### config.mk
export PLATFORM = sky130hd
export DESIGN_NAME = ascii_frame_receiver_crc16_top
export DESIGN_NICKNAME = d
export VERILOG_FILES = /design/src/rtl/afrc_pkg.sv /design/src/rtl/afrc_in_stage.sv /design/src/rtl/afrc_deframer.sv /design/src/rtl/afrc_out_stage.sv /design/src/rtl/ascii_frame_receiver_crc16_top.sv
export SDC_FILE = /design/constraint.sdc
export NUM_CORES = 1
export LEC_CHECK = 0
export ABC_AREA = 0
export BUFFER_PORTS_ARGS = -buffer_cell sky130_fd_sc_hd__buf_4
export CAP_MARGIN = 20
export CELL_PAD_IN_SITES_DETAIL_PLACEMENT = 0
export CELL_PAD_IN_SITES_GLOBAL_PLACEMENT = 2
export CORE_ASPECT_RATIO = 0.9
export CORE_MARGIN = 2
export CORE_UTILIZATION = 36
export CTS_CLUSTER_DIAMETER = 30
export CTS_CLUSTER_SIZE = 12
export DETAILED_ROUTE_END_ITERATION = 10
export PLACE_DENSITY_LB_ADDON = 0.1
export RECOVER_POWER = 100
export SLEW_MARGIN = 40
export SYNTH_ARGS = -nofsm -noshare
export SYNTH_HDL_FRONTEND = slang
export SYNTH_SLANG_ARGS = --single-unit
### constraint.sdc
create_clock -name clk -period 3.78 [get_ports clk]
set_input_delay 0.567 -clock clk [delete_from_list [all_inputs] [get_ports clk]]
set_output_delay 0.567 -clock clk [all_outputs]
set_load 0.02 [all_outputs]
### src/rtl/afrc_pkg.sv
package afrc_pkg;

    localparam int FRAME_LIMIT   = 192;
    localparam int PAYLOAD_LIMIT = 256;
    localparam int CNT_W         = $clog2(FRAME_LIMIT - 1);
    localparam int OVF_AT        = FRAME_LIMIT - 2;

    localparam logic [15:0] CRC_INIT = 16'hFFFF;
    localparam logic [15:0] CRC_POLY = 16'h1021;

    localparam logic [7:0] CH_AT    = 8'h40;
    localparam logic [7:0] CH_STAR  = 8'h2A;
    localparam logic [7:0] CH_COMMA = 8'h2C;
    localparam logic [7:0] CH_LF    = 8'h0A;
    localparam logic [7:0] CH_CR    = 8'h0D;
    localparam logic [7:0] CH_NUL   = 8'h00;
    localparam logic [7:0] CH_0     = 8'h30;
    localparam logic [7:0] CH_9     = 8'h39;
    localparam logic [7:0] CH_A     = 8'h41;
    localparam logic [7:0] CH_F     = 8'h46;

    localparam logic [2:0] HEX_DIGITS = 3'd4;
    localparam logic [2:0] HEX_SAT    = 3'd5;

    localparam logic [2:0] FLAG_NUL    = 3'b001;
    localparam logic [2:0] FLAG_EDGE   = 3'b010;
    localparam logic [2:0] FLAG_DOUBLE = 3'b100;

    localparam logic [1:0] ST_OK     = 2'd0;
    localparam logic [1:0] ST_CRC    = 2'd1;
    localparam logic [1:0] ST_PARSE  = 2'd2;
    localparam logic [1:0] ST_OVF    = 2'd3;

    typedef struct packed {
        logic [15:0]      crc_run;
        logic [15:0]      crc_star;
        logic             star_seen;
        logic [CNT_W-1:0] star_pos;
        logic [2:0]       hex_cnt;
        logic             hex_ok;
        logic [15:0]      rx_crc;
        logic [7:0]       prev;
        logic [2:0]       flags;
        logic [2:0]       flags_star;
    } an_state_t;

    typedef struct packed {
        logic [1:0]  status;
        logic [7:0]  len;
        logic [15:0] crc;
    } result_t;

    localparam an_state_t AN_CLEAR = '{
        crc_run:    CRC_INIT,
        crc_star:   CRC_INIT,
        star_seen:  1'b0,
        star_pos:   '0,
        hex_cnt:    3'd0,
        hex_ok:     1'b1,
        rx_crc:     16'd0,
        prev:       8'd0,
        flags:      3'd0,
        flags_star: 3'd0
    };

    function automatic logic [15:0] crc_byte(input logic [15:0] crc, input logic [7:0] c);
        logic [15:0] r;
        r = crc ^ {c, 8'd0};
        for (int k = 0; k < 8; k++)
        begin
            if (r[15])
                r = {r[14:0], 1'b0} ^ CRC_POLY;
            else
                r = {r[14:0], 1'b0};
        end
        return r;
    endfunction

    function automatic an_state_t analyze(input an_state_t s, input logic [7:0] c,
                                          input logic [CNT_W-1:0] idx);
        an_state_t  o;
        logic [3:0] v;
        o = s;
        v = 4'd0;
        if (c == CH_STAR)
        begin
            o.crc_star   = s.crc_run;
            o.star_seen  = 1'b1;
            o.star_pos   = idx;
            o.hex_cnt    = 3'd0;
            o.hex_ok     = 1'b1;
            o.rx_crc     = 16'd0;
            o.flags_star = s.flags;
            if (idx != '0 && s.prev == CH_COMMA)
                o.flags_star = s.flags | FLAG_EDGE;
        end
        else if (s.star_seen)
        begin
            if (s.hex_cnt < HEX_DIGITS)
            begin
                if (c inside {[CH_0:CH_9]})
                    v = c[3:0];
                else if (c inside {[CH_A:CH_F]})
                    v = 4'(c - CH_A + 8'd10);
                else
                    o.hex_ok = 1'b0;
                o.rx_crc = {s.rx_crc[11:0], v};
            end
            if (s.hex_cnt < HEX_SAT)
                o.hex_cnt = s.hex_cnt + 3'd1;
        end
        if (c == CH_NUL)
            o.flags = o.flags | FLAG_NUL;
        if (c == CH_COMMA)
        begin
            if (idx == '0)
                o.flags = o.flags | FLAG_EDGE;
            else if (s.prev == CH_COMMA)
                o.flags = o.flags | FLAG_DOUBLE;
        end
        o.crc_run = crc_byte(s.crc_run, c);
        o.prev    = c;
        return o;
    endfunction

endpackage

### src/rtl/afrc_in_stage.sv
module afrc_in_stage
    import afrc_pkg::*;
(
    input  logic       clk,
    input  logic       rst_n,
    input  logic       in_valid,
    output logic       in_stall,
    input  logic [7:0] rx_byte,
    input  logic       drain,
    output logic       s1_valid,
    output logic [7:0] s1_byte
);

    logic       valid_reg;
    logic       valid_next;
    logic [7:0] byte_reg;
    logic       take;

    assign in_stall = valid_reg & ~drain;
    assign take     = in_valid & ~in_stall;

    always_comb
    begin
        valid_next = valid_reg;
        if (take)
            valid_next = 1'b1;
        else if (drain)
            valid_next = 1'b0;
    end

    always_ff @(posedge clk or negedge rst_n)
    begin
        if (!rst_n)
            valid_reg <= 1'b0;
        else
            valid_reg <= valid_next;
    end

    always_ff @(posedge clk)
    begin
        if (take)
            byte_reg <= rx_byte;
    end

    assign s1_valid = valid_reg;
    assign s1_byte  = byte_reg;

endmodule

### src/rtl/afrc_deframer.sv
module afrc_deframer
    import afrc_pkg::*;
(
    input  logic       clk,
    input  logic       rst_n,
    input  logic       fire,
    input  logic [7:0] c,
    output logic       res_valid,
    output result_t    res
);

    logic             inside_reg, inside_next;
    logic             disc_reg, disc_next;
    logic [CNT_W-1:0] cnt_reg, cnt_next;
    logic             hcr_reg, hcr_next;
    an_state_t        an_reg, an_next;
    an_state_t        an_tmp;
    logic [1:0]       judge;

    always_comb
    begin
        if (!an_reg.star_seen || an_reg.star_pos == '0)
            judge = ST_PARSE;
        else if (an_reg.hex_cnt != HEX_DIGITS || !an_reg.hex_ok ||
                 an_reg.rx_crc != an_reg.crc_star)
            judge = ST_CRC;
        else if (32'(an_reg.star_pos) >= PAYLOAD_LIMIT)
            judge = ST_PARSE;
        else if (an_reg.flags_star != 3'd0)
            judge = ST_PARSE;
        else
            judge = ST_OK;
    end

    always_comb
    begin
        inside_next = inside_reg;
        disc_next   = disc_reg;
        cnt_next    = cnt_reg;
        hcr_next    = hcr_reg;
        an_next     = an_reg;
        an_tmp      = an_reg;
        res_valid   = 1'b0;
        res.status  = ST_OK;
        res.len     = 8'(an_reg.star_pos);
        res.crc     = an_reg.crc_star;
        if (fire)
        begin
            if (disc_reg)
            begin
                if (c == CH_LF)
                begin
                    disc_next   = 1'b0;
                    inside_next = 1'b0;
                    cnt_next    = '0;
                    hcr_next    = 1'b0;
                    an_next     = AN_CLEAR;
                end
            end
            else if (c == CH_LF)
            begin
                res_valid   = inside_reg && cnt_reg != '0;
                res.status  = judge;
                inside_next = 1'b0;
                cnt_next    = '0;
                hcr_next    = 1'b0;
                an_next     = AN_CLEAR;
            end
            else if (c == CH_AT)
            begin
                inside_next = 1'b1;
                cnt_next    = '0;
                hcr_next    = 1'b0;
                an_next     = AN_CLEAR;
            end
            else if (inside_reg)
            begin
                if (cnt_reg < CNT_W'(OVF_AT))
                begin
                    if (hcr_reg)
                        an_tmp = analyze(an_reg, CH_CR, cnt_reg - CNT_W'(1));
                    if (c == CH_CR)
                    begin
                        hcr_next = 1'b1;
                        an_next  = an_tmp;
                    end
                    else
                    begin
                        hcr_next = 1'b0;
                        an_next  = analyze(an_tmp, c, cnt_reg);
                    end
                    cnt_next = cnt_reg + CNT_W'(1);
                end
                else
                begin
                    res_valid   = 1'b1;
                    res.status  = ST_OVF;
                    res.len     = 8'd0;
                    res.crc     = 16'd0;
                    disc_next   = 1'b1;
                    inside_next = 1'b0;
                    cnt_next    = '0;
                    hcr_next    = 1'b0;
                    an_next     = AN_CLEAR;
                end
            end
        end
    end

    always_ff @(posedge clk or negedge rst_n)
    begin
        if (!rst_n)
        begin
            inside_reg <= 1'b0;
            disc_reg   <= 1'b0;
            cnt_reg    <= '0;
            hcr_reg    <= 1'b0;
            an_reg     <= AN_CLEAR;
        end
        else
        begin
            inside_reg <= inside_next;
            disc_reg   <= disc_next;
            cnt_reg    <= cnt_next;
            hcr_reg    <= hcr_next;
            an_reg     <= an_next;
        end
    end

    a_disc_excl: assert property (@(posedge clk) disable iff (!rst_n)
        !(disc_reg && inside_reg))
        else $error("discarding while inside a frame");
    a_cnt_max: assert property (@(posedge clk) disable iff (!rst_n)
        cnt_reg <= CNT_W'(OVF_AT))
        else $error("byte count past frame limit");
    a_hcr_cnt: assert property (@(posedge clk) disable iff (!rst_n)
        hcr_reg |-> (cnt_reg != '0 && inside_reg))
        else $error("held CR without a counted byte");
    a_hex_sat: assert property (@(posedge clk) disable iff (!rst_n)
        an_reg.hex_cnt <= HEX_SAT)
        else $error("hex digit count beyond saturation");
    a_ovf_disc: assert property (@(posedge clk) disable iff (!rst_n)
        (res_valid && res.status == ST_OVF) |=> disc_reg)
        else $error("overflow did not start discarding");

endmodule

### src/rtl/afrc_out_stage.sv
module afrc_out_stage
    import afrc_pkg::*;
(
    input  logic        clk,
    input  logic        rst_n,
    input  logic        res_valid,
    input  result_t     res,
    output logic        drain,
    output logic        out_valid,
    input  logic        out_stall,
    output logic [1:0]  frame_status,
    output logic [7:0]  payload_length,
    output logic [15:0] computed_crc
);

    logic    valid_reg;
    logic    valid_next;
    result_t res_reg;

    assign drain = ~valid_reg | ~out_stall;

    always_comb
    begin
        valid_next = valid_reg;
        if (res_valid)
            valid_next = 1'b1;
        else if (!out_stall)
            valid_next = 1'b0;
    end

    always_ff @(posedge clk or negedge rst_n)
    begin
        if (!rst_n)
            valid_reg <= 1'b0;
        else
            valid_reg <= valid_next;
    end

    always_ff @(posedge clk)
    begin
        if (res_valid)
            res_reg <= res;
    end

    assign out_valid      = valid_reg;
    assign frame_status   = res_reg.status;
    assign payload_length = res_reg.len;
    assign computed_crc   = res_reg.crc;

endmodule

### src/rtl/ascii_frame_receiver_crc16_top.sv
// A byte taken into the input register is judged by the deframer as it leaves that register;
// a frame's result is then written into the output register, which drives out_valid.
// Throughput: one byte per cycle unless the output stalls; CRC over a byte (two with a held CR)
// is one XOR network. A stalled output stalls the input register and so the input channel.
// Reset (rst_n low, asynchronous): no frame open, not discarding, both stages empty.
module ascii_frame_receiver_crc16_top
    import afrc_pkg::*;
(
    input  logic        clk,
    input  logic        rst_n,
    input  logic        in_valid,
    output logic        in_stall,
    input  logic [7:0]  rx_byte,
    output logic        out_valid,
    input  logic        out_stall,
    output logic [1:0]  frame_status,
    output logic [7:0]  payload_length,
    output logic [15:0] computed_crc
);

    logic       drain;
    logic       s1_valid;
    logic [7:0] s1_byte;
    logic       res_valid;
    result_t    res;

    afrc_in_stage u_in (
        .clk      (clk),
        .rst_n    (rst_n),
        .in_valid (in_valid),
        .in_stall (in_stall),
        .rx_byte  (rx_byte),
        .drain    (drain),
        .s1_valid (s1_valid),
        .s1_byte  (s1_byte)
    );

    afrc_deframer u_dfr (
        .clk       (clk),
        .rst_n     (rst_n),
        .fire      (s1_valid & drain),
        .c         (s1_byte),
        .res_valid (res_valid),
        .res       (res)
    );

    afrc_out_stage u_out (
        .clk            (clk),
        .rst_n          (rst_n),
        .res_valid      (res_valid),
        .res            (res),
        .drain          (drain),
        .out_valid      (out_valid),
        .out_stall      (out_stall),
        .frame_status   (frame_status),
        .payload_length (payload_length),
        .computed_crc   (computed_crc)
    );

endmodule
## After elaboration in Yosys (flattened, before gate mapping)

Index checks and enable logic that the tools add are counted.

- Muxes and demuxes: 187
- Add/sub/neg operators: 5
- Reductions and logical operators: 19
- Bitwise operators: 27
- Magnitude comparators: 9
- Equal/unequal tests: 10
- Multipliers: 0
- Shifts and indexed selects: 0
- Div/mod/pow operators: 0

Operators with widths:

| operator | count |
|---|---|
| 2-to-1 mux 16 bit | 98 |
| 2-to-1 mux 75 bit | 14 |
| 2-to-1 mux 13 bit | 16 |
| 2-to-1 mux 26 bit | 3 |
| 2-to-1 mux 24 bit | 3 |
| 2-to-1 mux 20 bit | 3 |
| inverter 3 bit | 17 |
| 2-to-1 mux 8 bit | 6 |
| 2-to-1 mux 17 bit | 2 |
| 2-to-1 mux 1 bit | 28 |
| 2-to-1 mux 25 bit | 1 |
| == test 8 x 6 -> 1 bit (second input constant) | 3 |
| logical NOT 8 bit | 3 |
| 2-to-1 mux 3 bit | 6 |
| == test 8 x 4 -> 1 bit (second input constant) | 2 |
| inequality test 16 bit | 1 |
| XOR 16 bit | 1 |
| < comparator 3 bit (second input constant) | 4 |
| 2-to-1 mux 2 bit | 5 |
| adder 8 x 1 -> 8 bit (second input constant) | 1 |
| == test 8 x 7 -> 1 bit (second input constant) | 1 |
| greater-or-equal comparator 8 x 6 -> 1 bit (second input constant) | 1 |
| greater-or-equal comparator 8 x 7 -> 1 bit (second input constant) | 1 |
| less-or-equal comparator 8 x 6 -> 1 bit (second input constant) | 1 |
| other kinds (21) | 36 |

- Output and inout port bits: 28
- Memories kept: 0
- Latch bits: 0
- Memory bits (writable): 0
- Register bits: 122
- Memory bits (read-only): 0
- Word-level logic and storage cells: 277
- Input bits: 12

## Longest topological paths before layout

Gate-level depths: netlist (run 1).

- Depth in word-level cells: 145
- Gate-level depth with buffers: 11
- Mapped depth without buffers: 9

## Hierarchy

Synthesis (run 1) repeated with hierarchy kept, for this count alone.

- Cells, all modules: 665
- Area, all modules: 7046.8 um^2

By module, submodules not included:

| module | sequential area each (um^2) | cells each | instances | area an instance (um^2) |
|---|---|---|---|---|
| afrc_deframer | 2193.4 | 622 | 1 | 5925.7 |
| afrc_out_stage | 805.8 | 29 | 1 | 817.0 |
| afrc_in_stage | 265.3 | 13 | 1 | 297.8 |
| ascii_frame_receiver_crc16_top | 0.0 | 1 | 1 | 6.3 |

## Worst setup path after synthesis (run 1)

No wires, ideal clock.

- Kind: flip-flop to flip-flop
- From: reg u_in.byte_reg[0] (netlist: u_in.s1_byte[0])
- To: reg u_out.res_reg, in the netlist u_out.computed_crc[0], enable pin
- Clock period less this slack: 3772 ps
- Data required time: 3330 ps
- Setup time: 450 ps
- Buffers on the path: 0
- Cell stages (with the launch flop): 8
- Path slack: 8 ps
- Data arrival time: 3321 ps
- Path through: edfxtp_1 inv_1 ha_1 and3b_1 nand2_1 nor3_1 inv_1 o31ai_1

- Word-level cells in the longest chain between the ends: 5
- Elaborated cells between the ends (all ways): 6
- Those cells by class: eq/ne: 2; mux: 4

RTL lines:

| element | line | RTL |
|---|---|---|
| from (decl) | afrc_in_stage.sv:16 | `logic [7:0] byte_reg;` |
| from (signal assigned) | afrc_in_stage.sv:42 | `byte_reg <= rx_byte;` |
| == test 8 x 7 -> 1 bit | afrc_deframer.sv:69 | `else if (c == CH_AT)` |
| 2-to-1 mux 1 bit | afrc_deframer.sv:69 |  |
| 2-to-1 mux 1 bit * | afrc_deframer.sv:60 | `else if (c == CH_LF)` |
| 2-to-1 mux 1 bit * | afrc_deframer.sv:49 | `if (disc_reg)` |
| 2-to-1 mux 1 bit * | afrc_deframer.sv:47 | `if (fire)` |
| named net res_valid | ascii_frame_receiver_crc16_top.sv:24 | `logic res_valid;` |
| to (signal assigned) | afrc_out_stage.sv:42 | `res_reg <= res;` |
| to (decl) | afrc_out_stage.sv:18 | `result_t res_reg;` |

Mark *: on every way through the listed nets, which the timed path passes. The rest lies on a longest branch.
A chain may end at the register's enable or synchronous reset.

## Worst setup path after layout (run 1)

- From: reg u_in.byte_reg[0] (netlist: u_in.s1_byte[0])
- To: reg u_dfr.an_reg[7] (netlist bit)

- Word-level cells in the longest chain between the ends: 7
- Elaborated cells between the ends (all ways): 12
- Those cells by class: eq/ne: 4; mux: 6; reduce/logical: 2

RTL lines:

| element | line | RTL |
|---|---|---|
| == test 8 x 4 -> 1 bit | afrc_deframer.sv:82 | `if (c == CH_CR)` |
| 2-to-1 mux 75 bit | afrc_deframer.sv:82 |  |
| 2-to-1 mux 75 bit | afrc_deframer.sv:78 | `if (cnt_reg < CNT_W'(OVF_AT))` |
| 2-to-1 mux 75 bit | afrc_deframer.sv:76 | `else if (inside_reg)` |
| 2-to-1 mux 75 bit | afrc_deframer.sv:69 |  |
| 2-to-1 mux 75 bit | afrc_deframer.sv:60 |  |
| 2-to-1 mux 75 bit | afrc_deframer.sv:49 |  |
| to (signal assigned) | afrc_deframer.sv:126 | `an_reg <= an_next;` |
| to (decl) | afrc_deframer.sv:16 | `an_state_t an_reg, an_next;` |

Parallel ways exist; a longest one is shown, timed or not. The select of a mux whose other input is x is not followed.

==> metrics.txt, run 1 <==
Synth Area in XOR/XNOR=8.47%; Post-Synth Simple-Gate Area=17.1%; Setup Skew=0.0100 ns; DR iter-0 viols=376; failing checks=max-capacitance violations, max-slew violations; DRC=0; Post-synth EDFFs=34; Area Overhead vs Synth=15.3%; Tot Pwr=5.44 mW; Hold Fails Final Rpt=0; GP Congestion=0.867; Final Slew Violations=61; CORE AREA=18300 um2; fin nets=727; CP Max Fanout=14; most frequently used flop master after synthesis=dfrtp_1; final setup vio count=0; hold path startpoint=rx_byte[6]; Hold Crit Class=input port to flop; TritonCTS buffer count=17; largest net degree at the start of global routing=61; Slew @ Worst Pin=2.77 ns; CTS tree=done; Mapped Nets=688; R2R setup slack=0.37 ns; Final Cycle Share=90.1%; total track usage=20.5%; htree depth=4; power density cells=700 nW/um2; CTS Sinks=122; PostCTS Resize Cnt=0; fmax=294 MHz; post-synthesis compound-gate area fraction=17.2%; crit end category=flop; Root Buffer=clkbuf_16; Reg-to-Reg Start=u_in.s1_byte[0]; I/O Buffers=39; Finished Core Util=42.3%; hold endpoint=u_in.s1_byte[6]; Max clock buf depth=2; post-synthesis sequential area ratio=48.5%; die area=19800 um2; Die X-Extent=148 um; Pre-antenna DRT Iters=5; hold path depth=1; main combinational cell family by area after synthesis=compound AO/OA/AOI/OAI gates; Synth warnings=0; Chip Height=134 um; Distinct cells, synth=70; worst vdd ir=0.000410 V; vias per std cell=5.42; top-level I/O count=40; max FFs per register=75; Antenna Violating Nets Remaining=0; CP startpoint kind=flop; clock latency on the worst-skew pair=0.42 ns; Max transition margin=-85.0%; vias in the first global route=5189; vias=5221; Post-DP HPWL=14.2 mm; Post-Route WL=19.4 mm; post-synthesis register bit count=122; Max-Cap Viols=1; r2r worst-path depth=8; CP arrival=3.73 ns; grt ovf=0; number of core rows=47; ys async rst share=72.1%; critical setup path kind=flop to flop; crit path time final=3.41 ns; hold slack final=0.341 ns; Gate Count Post-Synth=667; first-pass GRT wire length=30.6 mm; Post-CTS Hold Buffers=0; RSZ-0062 raised after global routing=false; Avg Cell Area, Syn=10.1 um2; ant diodes=0; Cell Area, Synth=6740 um2; status=finished, violations left; initial antenna violation count=0; Setup Buffers After CTS=0; leakage=3.11 nW; Synth Area in Adders=1.67%; FF-to-FF End=u_dfr.an_reg[7]; share of layout cells above drive strength 1=15.2%; Worst-path clk slew=0.06 ns; initial core utilization=36.7%; Final TNS setup=0 ns; WP data required=4.11 ns; WL per Instance=20.1 um; post-synthesis mux area share=3.60%
## metrics by stage
step,setup WS (ns),std cells,cell area [um2]
floorplan,0.00838,667,6740
global placement,0.934,932,7340
detailed placement,0.794,932,7340
CTS,0.749,964,7920
global route,0.285,964,7770
finish,0.375,964,7770
## worst max path at each step
stage,startpoint,to,cells past startpoint
floorplan,u_in.s1_byte[0],u_out.computed_crc[0],7
global placement,u_in.s1_byte[0],u_dfr.an_reg[7],8
detailed placement,u_in.s1_byte[0],u_dfr.an_reg[64],9
finish,u_in.s1_byte[0],u_dfr.an_reg[7],8
global route,u_in.s1_byte[0],u_dfr.an_reg[7],8
CTS,u_in.s1_byte[0],u_dfr.an_reg[64],9
## per-layer routing
metal / track usage [%] / vias to the layer above / share of wire [%]
li1: - / 2497 / -
met1: 29.6 / 2554 / 49
met2: 31.1 / 149 / 44
met3: 4.42 / 21 / 5.5
met4: 5.93 / 0 / 1.6
met5: 0 / - / 0
## cell usage in the layout, fill, tap and decap left out, drive strengths merged, types with 4 or more instances in the layout
master,n
o31ai,7
mux2,8
o22ai,17
clkbuf,64
a21oi,37
xor2,18
nand2,76
a31oi,5
clkinv,6
dfstp,33
nor4,10
or2,4
nand4,4
and3,4
nand3,16
buf,15
dfrtp,55
or4,7
o21ai,63
a21o,5
inv,17
and2,28
ha,9
edfxtp,34
nor2,33
a22o,16
xnor2,34
nor3,23
mux2i,14
o32ai,8
## kinds of logic after synthesis
family | after synthesis
multiplexers | 22
AO/OA/AOI/OAI | 181
AND/OR/NAND/NOR | 221
flip-flops | 122
buffers and inverters | 55
adder cells (fa/ha/maj) | 9
XOR/XNOR | 57
## report_power, final
part | internal [mW] | total (mW) | switching [mW]
registers | 1.60 | 1.86 | 0.258
logic | 0.834 | 1.98 | 1.14
clock network | 0.976 | 1.60 | 0.622
total | 3.41 | 5.44 | 2.02
## Yosys cell counts, types with 3 or more instances
cell type / number / area (um2)
nand2_1: 76 / 285
o31ai_1: 5 / 37.5
xnor3_1: 3 / 67.6
xor2_1: 18 / 158
a22o_1: 16 / 140
xnor2_1: 34 / 298
dfstp_2: 33 / 867
o32ai_1: 8 / 70.1
a21o_1: 5 / 37.5
nor4_1: 8 / 50.1
and2_1: 28 / 175
inv_1: 14 / 52.6
mux2i_1: 13 / 130
or4_1: 6 / 45.0
buf_2: 3 / 15.0
nand2b_1: 3 / 18.8
dfrtp_1: 55 / 1380
nand3_1: 16 / 80.1
a211oi_1: 3 / 22.5
clkbuf_1: 33 / 124
o21ai_0: 62 / 310
nor3b_1: 3 / 22.5
o22ai_1: 17 / 106
nor2_1: 33 / 124
mux2_2: 8 / 90.1
edfxtp_1: 34 / 1020
nand4_1: 4 / 25.0
or3_1: 3 / 18.8
a21oi_1: 37 / 185
nor3_1: 20 / 100
a31oi_1: 5 / 31.3
and3_1: 4 / 25.0
ha_1: 9 / 113
## worst max-delay path, stage by stage (launching register included)
cell and delay, ns:
edfxtp_1 0.47, inv_1 0.14, ha_1 0.27, or3b_2 0.27, a2bb2o_1 0.42, or3_1 0.58
o31ai_1 0.88, nand2_1 0.15, o21ai_0 0.13
## cell type report
cell class	count	area [um2]
clock buffer	19	433
clock inverter	13	145
fill	1853	10600
inverter	14	52.6
multi-input combinational	490	3240
sequential	122	3260
tap	245	307
timing repair buffer	61	323
Power figures use the tool's default switching activity.
==> inputs of run 2 (changes only) <==
--- a/config.mk
+++ b/config.mk
@@ -6,16 +6,17 @@
 export NUM_CORES = 1
 export LEC_CHECK = 0
 export ABC_AREA = 0
-export BUFFER_PORTS_ARGS = -buffer_cell sky130_fd_sc_hd__buf_4
 export CAP_MARGIN = 20
 export CELL_PAD_IN_SITES_DETAIL_PLACEMENT = 0
 export CELL_PAD_IN_SITES_GLOBAL_PLACEMENT = 2
 export CORE_ASPECT_RATIO = 0.9
 export CORE_MARGIN = 2
-export CORE_UTILIZATION = 36
+export CORE_UTILIZATION = 38
 export CTS_CLUSTER_DIAMETER = 30
 export CTS_CLUSTER_SIZE = 12
 export DETAILED_ROUTE_END_ITERATION = 10
+export DONT_BUFFER_PORTS = 1
+export GPL_ROUTABILITY_DRIVEN = 0
 export PLACE_DENSITY_LB_ADDON = 0.1
 export RECOVER_POWER = 100
 export SLEW_MARGIN = 40
==> run 2 against run 1 <==
The run still ends with max-capacitance violations, max-slew violations left. Largest cell class unchanged. Sequential share of layout area up 1.1 points. Largest power group unchanged. Hold slack worse by 0.10 ns. Critical endpoint is now u_out.payload_length[6]. Clock power increased by 2%. Clock-buffer cell count decreased by 1.
==> metrics.txt, run 2 (same netlist as run 1, synthesis figures left out) <==
status=finished, violations left; failing checks=max-capacitance violations, max-slew violations; htree depth=4 (unchanged); hold endpoint=u_in.s1_byte[2]; crit end category=flop; post-route cell area=7570 um2 (-2.5%); Max clock buf depth=2 (unchanged); worst setup margin=0.404 ns (+0.0291 ns); worst-path cell with the longest stage delay=nor3_2; Slew @ Worst Pin=2.30 ns (-0.471 ns); Hold Fails Final Rpt=0 (unchanged); Multi-input gate area=3230 um2 (-0.31%); Die X-Extent=144 um (-2.6%); vias per std cell=5.53 (+2.1%); die area=18800 um2 (-5.1%); top-level I/O count=40 (unchanged); max FFs per register=75 (unchanged); Worst-path clk slew=0.06 ns (about the same); worst vdd ir=0.000391 V (-4.7%); CP Cell Sequence=inv_1 > ha_1 > or3b_2 > a2bb2o_1 > nor3_2 > nand2_1 > clkbuf_2 > and2_0; clock latency on the worst-skew pair=0.42 ns (about the same); CTS tree=done; Pre-antenna DRT Iters=6 (+1); CP arrival=3.55 ns (-0.18 ns); Max transition margin=-53.6% (+31 points); Final TNS setup=0 ns (unchanged); DRC=0 (unchanged); hold path depth=0 (-1); commonest non-fill, non-tap cell in the layout=nand2_1; switching part of the total=37.2% (about the same); Seq. cell area=3260 um2 (unchanged); Area Overhead vs Synth=12.4%; Antenna Violating Nets Remaining=0 (unchanged); critical setup path kind=flop to flop; net switching power=2.03 mW (+0.45%); most frequent cells in the layout=nand2_1 (76), o21ai_0 (62), dfrtp_1 (55); CTS Sinks=122 (unchanged); RSZ-0062 raised after global routing=false; PostCTS Resize Cnt=0 (unchanged); placed cell areas=7020 um2 (-4.4%); combinational share of power=35.8% (-0.6 points); CORE AREA=17500 um2 (-4.6%); hold path startpoint=rx_byte[2]; power density cells=721 nW/um2 (+3.0%); Root Buffer=clkbuf_16; leakage=3.04 nW (-2.0%); Finished Core Util=43.3% (+0.96 points); DR iter-0 viols=471 (+25%); crit path time final=3.38 ns (-0.0291 ns); Post-DP HPWL=13.7 mm (-3.5%); worst slack, placed=0.616 ns (-0.178 ns); TritonCTS buffer count=17 (unchanged); Setup Buffers After CTS=0 (unchanged); r2r worst-path depth=8 (unchanged); CP Max Fanout=24 (+10); Final Cycle Share=89.3% (-0.77 points); WP data required=3.95 ns (-0.16 ns); I/O Buffers=0 (-100%); R2R setup slack=0.40 ns (+0.03 ns); largest net degree at the start of global routing=89 (+46%); Clk pwr share=30.0% (+0.6 points); fmax=296 MHz (+0.86%); Setup Skew=0.00943 ns (-0.000595 ns); fillcell total=1724 (-7.0%); Reg power frac=34.2% (about the same); Max-Cap Viols=1 (unchanged); initial core utilization=38.5% (+1.8 points); share of layout cells above drive strength 1=15.0% (-0.12 points); CP startpoint kind=flop; first-pass GRT wire length=29.7 mm (-2.8%); Reg-to-Reg Start=u_in.s1_byte[0]; Tot Pwr=5.46 mW (+0.45%); initial antenna violation count=0 (unchanged); total track usage=21.3% (+0.84 points); Int Power=3.43 mW (+0.45%); grt ovf=0 (unchanged); final setup vio count=0 (unchanged); Chip Height=130 um (-2.6%); Post-Route WL=18.6 mm (-3.8%); number of core rows=46 (-2.1%); FF-to-FF End=u_out.payload_length[6]; vias in the first global route=5023 (-3.2%); fin nets=686 (-5.6%); CP peak stage delay=0.68 ns (-0.20 ns); vias=5076 (-2.8%); Final Slew Violations=89 (+46%); origin of the worst setup path=u_in.s1_byte[0]; ant diodes=0 (unchanged); WL per Instance=20.3 um (+0.98%); Hold Crit Class=input port to flop
==> run 2: cell types whose count changed in the layout (fill, tap and decap cells not counted), sizes merged <==
| cell | previous run | this run |
|---|---|---|
| clkbuf | 64 | 23 |
| inv | 17 | 22 |
| clkinv | 6 | 3 |
| clkinvlp | 2 | 1 |
| dlygate4sd2 | 1 | 0 |
==> run 2: repair_timing <==
item | CTS | global route
hold buffers | 1 | 0
hold endpoints to repair | 88 | 0
endpoints found under the setup margin | 0 | 0
==> run 2: per-layer routing <==
metal	vias to the layer above	part of all wire (%)	global-route usage (%)
met5	-	0	0
met4	0	2.0	7.88
met3	23	3.4	4.26
met2	115	43	30.7
met1	2510	52	31.6
li1	2428	-	-
==> run 2: power groups by stage <==
| stage | registers, mW | logic, mW | clock network, mW |
|---|---|---|---|
| global route | 1.90 | 2.17 | 1.74 |
| detailed placement | 1.89 | 1.92 | 0 |
| global placement | 1.88 | 1.92 | 0 |
| finish | 1.86 | 1.96 | 1.64 |
| floorplan | 1.73 | 1.51 | 0 |
| CTS | 1.86 | 1.96 | 1.68 |
==> run 2: how the worst max path moves through the flow <==
stage | slack [ns] | cells past startpoint | end
2_1_floorplan | 0.008 | 7 | u_out.computed_crc[0]
3_3_place_gp | 0.71 | 8 | u_out.computed_crc[13]
3_5_place_dp | 0.62 | 8 | u_out.computed_crc[10]
4_1_cts | 0.60 | 8 | u_out.computed_crc[0]
5_1_grt | 0.26 | 8 | u_out.payload_length[1]
6_report | 0.40 | 8 | u_out.payload_length[6]
==> run 2: critical path: cells and delay by family (launching register included) <==
kind	cells	cell delay (ns)
AND/OR/NAND/NOR	4	1.50
buffers and inverters	2	0.48
flip-flops	1	0.46
adder cells (fa/ha/maj)	1	0.26
AO/OA/AOI/OAI	1	0.43
==> run 2: final cells by class <==
type | count | area share (%)
Sequential cell | 122 | 43.1
Multi-Input combinational cell | 490 | 42.7
Clock buffer | 18 | 5.67
Tap cell | 240 | 3.96
Clock inverter | 14 | 2.11
Timing Repair Buffer | 20 | 1.78
Inverter | 14 | 0.694
==> run 2: stage by stage <==
step                      std cells  hold slack [ns]
final                           918            0.237
after global placement          884            0.275
after global routing            918            0.211
after CTS                       918           0.0674
after floorplan                 667            0.271
after detailed placement        885            0.275
==> inputs of run 3 (changes only) <==
--- a/config.mk
+++ b/config.mk
@@ -11,7 +11,7 @@
 export CELL_PAD_IN_SITES_GLOBAL_PLACEMENT = 2
 export CORE_ASPECT_RATIO = 0.9
 export CORE_MARGIN = 2
-export CORE_UTILIZATION = 38
+export CORE_UTILIZATION = 39
 export CTS_CLUSTER_DIAMETER = 30
 export CTS_CLUSTER_SIZE = 12
 export DETAILED_ROUTE_END_ITERATION = 10
@@ -22,4 +22,5 @@
 export SLEW_MARGIN = 40
 export SYNTH_ARGS = -nofsm -noshare
 export SYNTH_HDL_FRONTEND = slang
+export SYNTH_HIERARCHICAL = 1
 export SYNTH_SLANG_ARGS = --single-unit
==> run 3 against run 2 <==
Sequential power is essentially flat. Combinational power is 32% lower. The run still ends with max-capacitance violations, max-slew violations left. Largest power group is now sequential cells. Worst setup slack improved by 0.24 ns. Die area increased by 1.9%.
==> metrics.txt, run 3 <==
grt ovf=0 (unchanged); R2R setup slack=0.64 ns (+0.24 ns); PostCTS Resize Cnt=0 (unchanged); ys async rst share=72.1% (unchanged); Cell Area, Synth=7050 um2 (+4.6%); initial core utilization=39.9% (+1.4 points); commonest non-fill, non-tap cell in the layout=nand2_1; hold path depth=0 (unchanged); Seq. cell area=3260 um2 (unchanged); Root Buffer=clkbuf_16; r2r worst-path depth=8 (unchanged); die area=19200 um2 (+1.9%); hold endpoint=u_in/s1_byte[0]; fillcell total=1693 (-1.8%); most frequently used flop master after synthesis=dfrtp_1; fin nets=679 (-1.0%); Final TNS setup=0 ns (unchanged); Setup Skew=0.00949 ns (+0.0000598 ns); fmax=319 MHz (+7.7%); Final Cycle Share=83.0% (-6.4 points); Max-Cap Viols=1 (unchanged); number of core rows=46 (unchanged); vias=5247 (+3.4%); Reg-to-Reg Start=u_in/s1_byte[0]; post-synthesis register bit count=122 (unchanged); WL per Instance=21.8 um (+7.2%); worst setup margin=0.644 ns (+0.240 ns); Hold Crit Class=input port to flop; initial antenna violation count=0 (unchanged); worst slack, placed=0.963 ns (+0.347 ns); Setup Buffers After CTS=0 (unchanged); Area Overhead vs Synth=10.3%; TritonCTS buffer count=17 (unchanged); CP startpoint kind=flop; Post-Route WL=19.8 mm (+6.4%); DRC=0 (unchanged); FF-to-FF End=u_dfr/an_reg[1]; Final Slew Violations=89 (unchanged); I/O Buffers=0 (unchanged); failing checks=max-capacitance violations, max-slew violations; RSZ-0062 raised after global routing=false; htree depth=4 (unchanged); hold path startpoint=rx_byte[0]; leakage=3.22 nW (+5.9%); clock latency on the worst-skew pair=0.43 ns (about the same); Yosys top cell by area=dfrtp_1; most frequent cells in the layout=nand2_1 (62), dfrtp_1 (55), o21ai_0 (36); CP Max Fanout=14 (-42%); Hold Fails Final Rpt=0 (unchanged); Post-synth EDFFs=34 (unchanged); Chip Height=132 um (+0.93%); CP arrival=3.48 ns (-0.07 ns); worst vdd ir=0.000375 V (-4.1%); top-count cell post-synth=nand2_1; post-route cell area=7770 um2 (+2.6%); crit path time final=3.14 ns (-0.240 ns); DR iter-0 viols=487 (+3.4%); Max transition margin=-56.2% (-2.6 points); largest net degree at the start of global routing=89 (unchanged); vias in the first global route=5163 (+2.8%); first-pass GRT wire length=31.2 mm (+4.8%); synth cell count leaders=nand2_1 (62), dfrtp_1 (55), edfxtp_1 (34), nor2_1 (34), dfstp_2 (33); Avg Cell Area, Syn=10.6 um2 (+4.9%); Tot Pwr=4.88 mW (-11%); Max clock buf depth=2 (unchanged); top-level I/O count=40 (unchanged); Worst-path clk slew=0.06 ns (about the same); Slew @ Worst Pin=2.34 ns (+0.0386 ns); Die X-Extent=146 um (+0.93%); total track usage=21.4% (+0.032 points); Gate Count Post-Synth=665 (-0.30%); Synth warnings=6 (+6); Post-CTS Hold Buffers=1 (unchanged); final setup vio count=0 (unchanged); Antenna Violating Nets Remaining=0 (unchanged); CORE AREA=17700 um2 (+0.99%); Mapped Nets=686 (-0.29%); vias per std cell=5.76 (+4.2%); power density cells=628 nW/um2 (-13%); placed cell areas=7230 um2 (+3.0%); Post-DP HPWL=13.9 mm (+1.5%); post-synthesis sequential area ratio=46.3% (-2.1 points); share of layout cells above drive strength 1=15.1% (about the same); Pre-antenna DRT Iters=5 (-1); CTS tree=done; WP data required=4.13 ns (+0.18 ns); status=finished, violations left; origin of the worst setup path=u_in/s1_byte[0]; crit end category=flop; max FFs per register=75 (unchanged); area share of the largest cell type after synthesis=19.5% (-0.90 points); CTS Sinks=122 (unchanged); ant diodes=0 (unchanged); Synth area leaders=dfrtp_1 (20%), edfxtp_1 (14%), dfstp_2 (12%); critical setup path kind=flop to flop; Distinct cells, synth=91 (+30%); Multi-input gate area=3440 um2 (+6.3%)
run 3: cell type report:
class,count,area share (%)
Tap cell,240,3.86
Clock buffer,18,5.52
Clock inverter,14,2.35
Timing Repair Buffer,16,1.50
Sequential cell,122,42.0
Inverter,12,0.579
Multi-Input combinational cell,489,44.2
run 3: logic make-up after synthesis:
kind of cell,Yosys count,synth area share (%)
mux,25,3.57
simple gates,214,17.2
xor+xnor,55,8.22
fa+ha+maj,9,1.60
buf+inv,54,4.31
compound gates,186,18.8
flops,122,46.3
run 3: power by group:
group          switching (mW)  total, mW  internal [mW]
clock                   0.663       1.72           1.05
sequential              0.237       1.83           1.59
combinational           0.714       1.34          0.627
total                    1.61       4.88           3.27
run 3: how the worst max path moves through the flow:
stage,end,slack [ns]
6_report,u_dfr/an_reg[1],0.64
5_1_grt,u_dfr/an_reg[1],0.35
4_1_cts,u_dfr/an_reg[73],0.96
3_5_place_dp,u_dfr/an_reg[64],0.96
3_3_place_gp,u_dfr/an_reg[64],1.10
2_1_floorplan,u_out/computed_crc[0],0.04
run 3: worst max-delay path: stages (launching register included):
cell and delay [ns]:
edfxtp_1 0.49, inv_1 0.12, ha_1 0.24, nor3b_2 0.21, a221o_1 0.55, nor3_4 0.32
clkbuf_1 0.69, o21ai_0 0.23, o21ai_0 0.19
run 3: through the flow:
stage | util [%] | hold slack, ns | std cells
finish | 44.0 | 0.238 | 911
global route | 44.0 | 0.215 | 911
CTS | 44.6 | 0.0657 | 911
detailed placement | 40.9 | 0.276 | 878
global placement | 40.9 | 0.275 | 878
floorplan | - | 0.271 | 665
run 3: per-layer routing:
metal | wire (um) | share of wire [%] | track usage (%)
met1 | 9850 | 50 | 31.7
met2 | 8680 | 44 | 31.0
met3 | 906 | 4.6 | 4.10
met4 | 381 | 1.9 | 7.35
met5 | 0 | 0 | 0
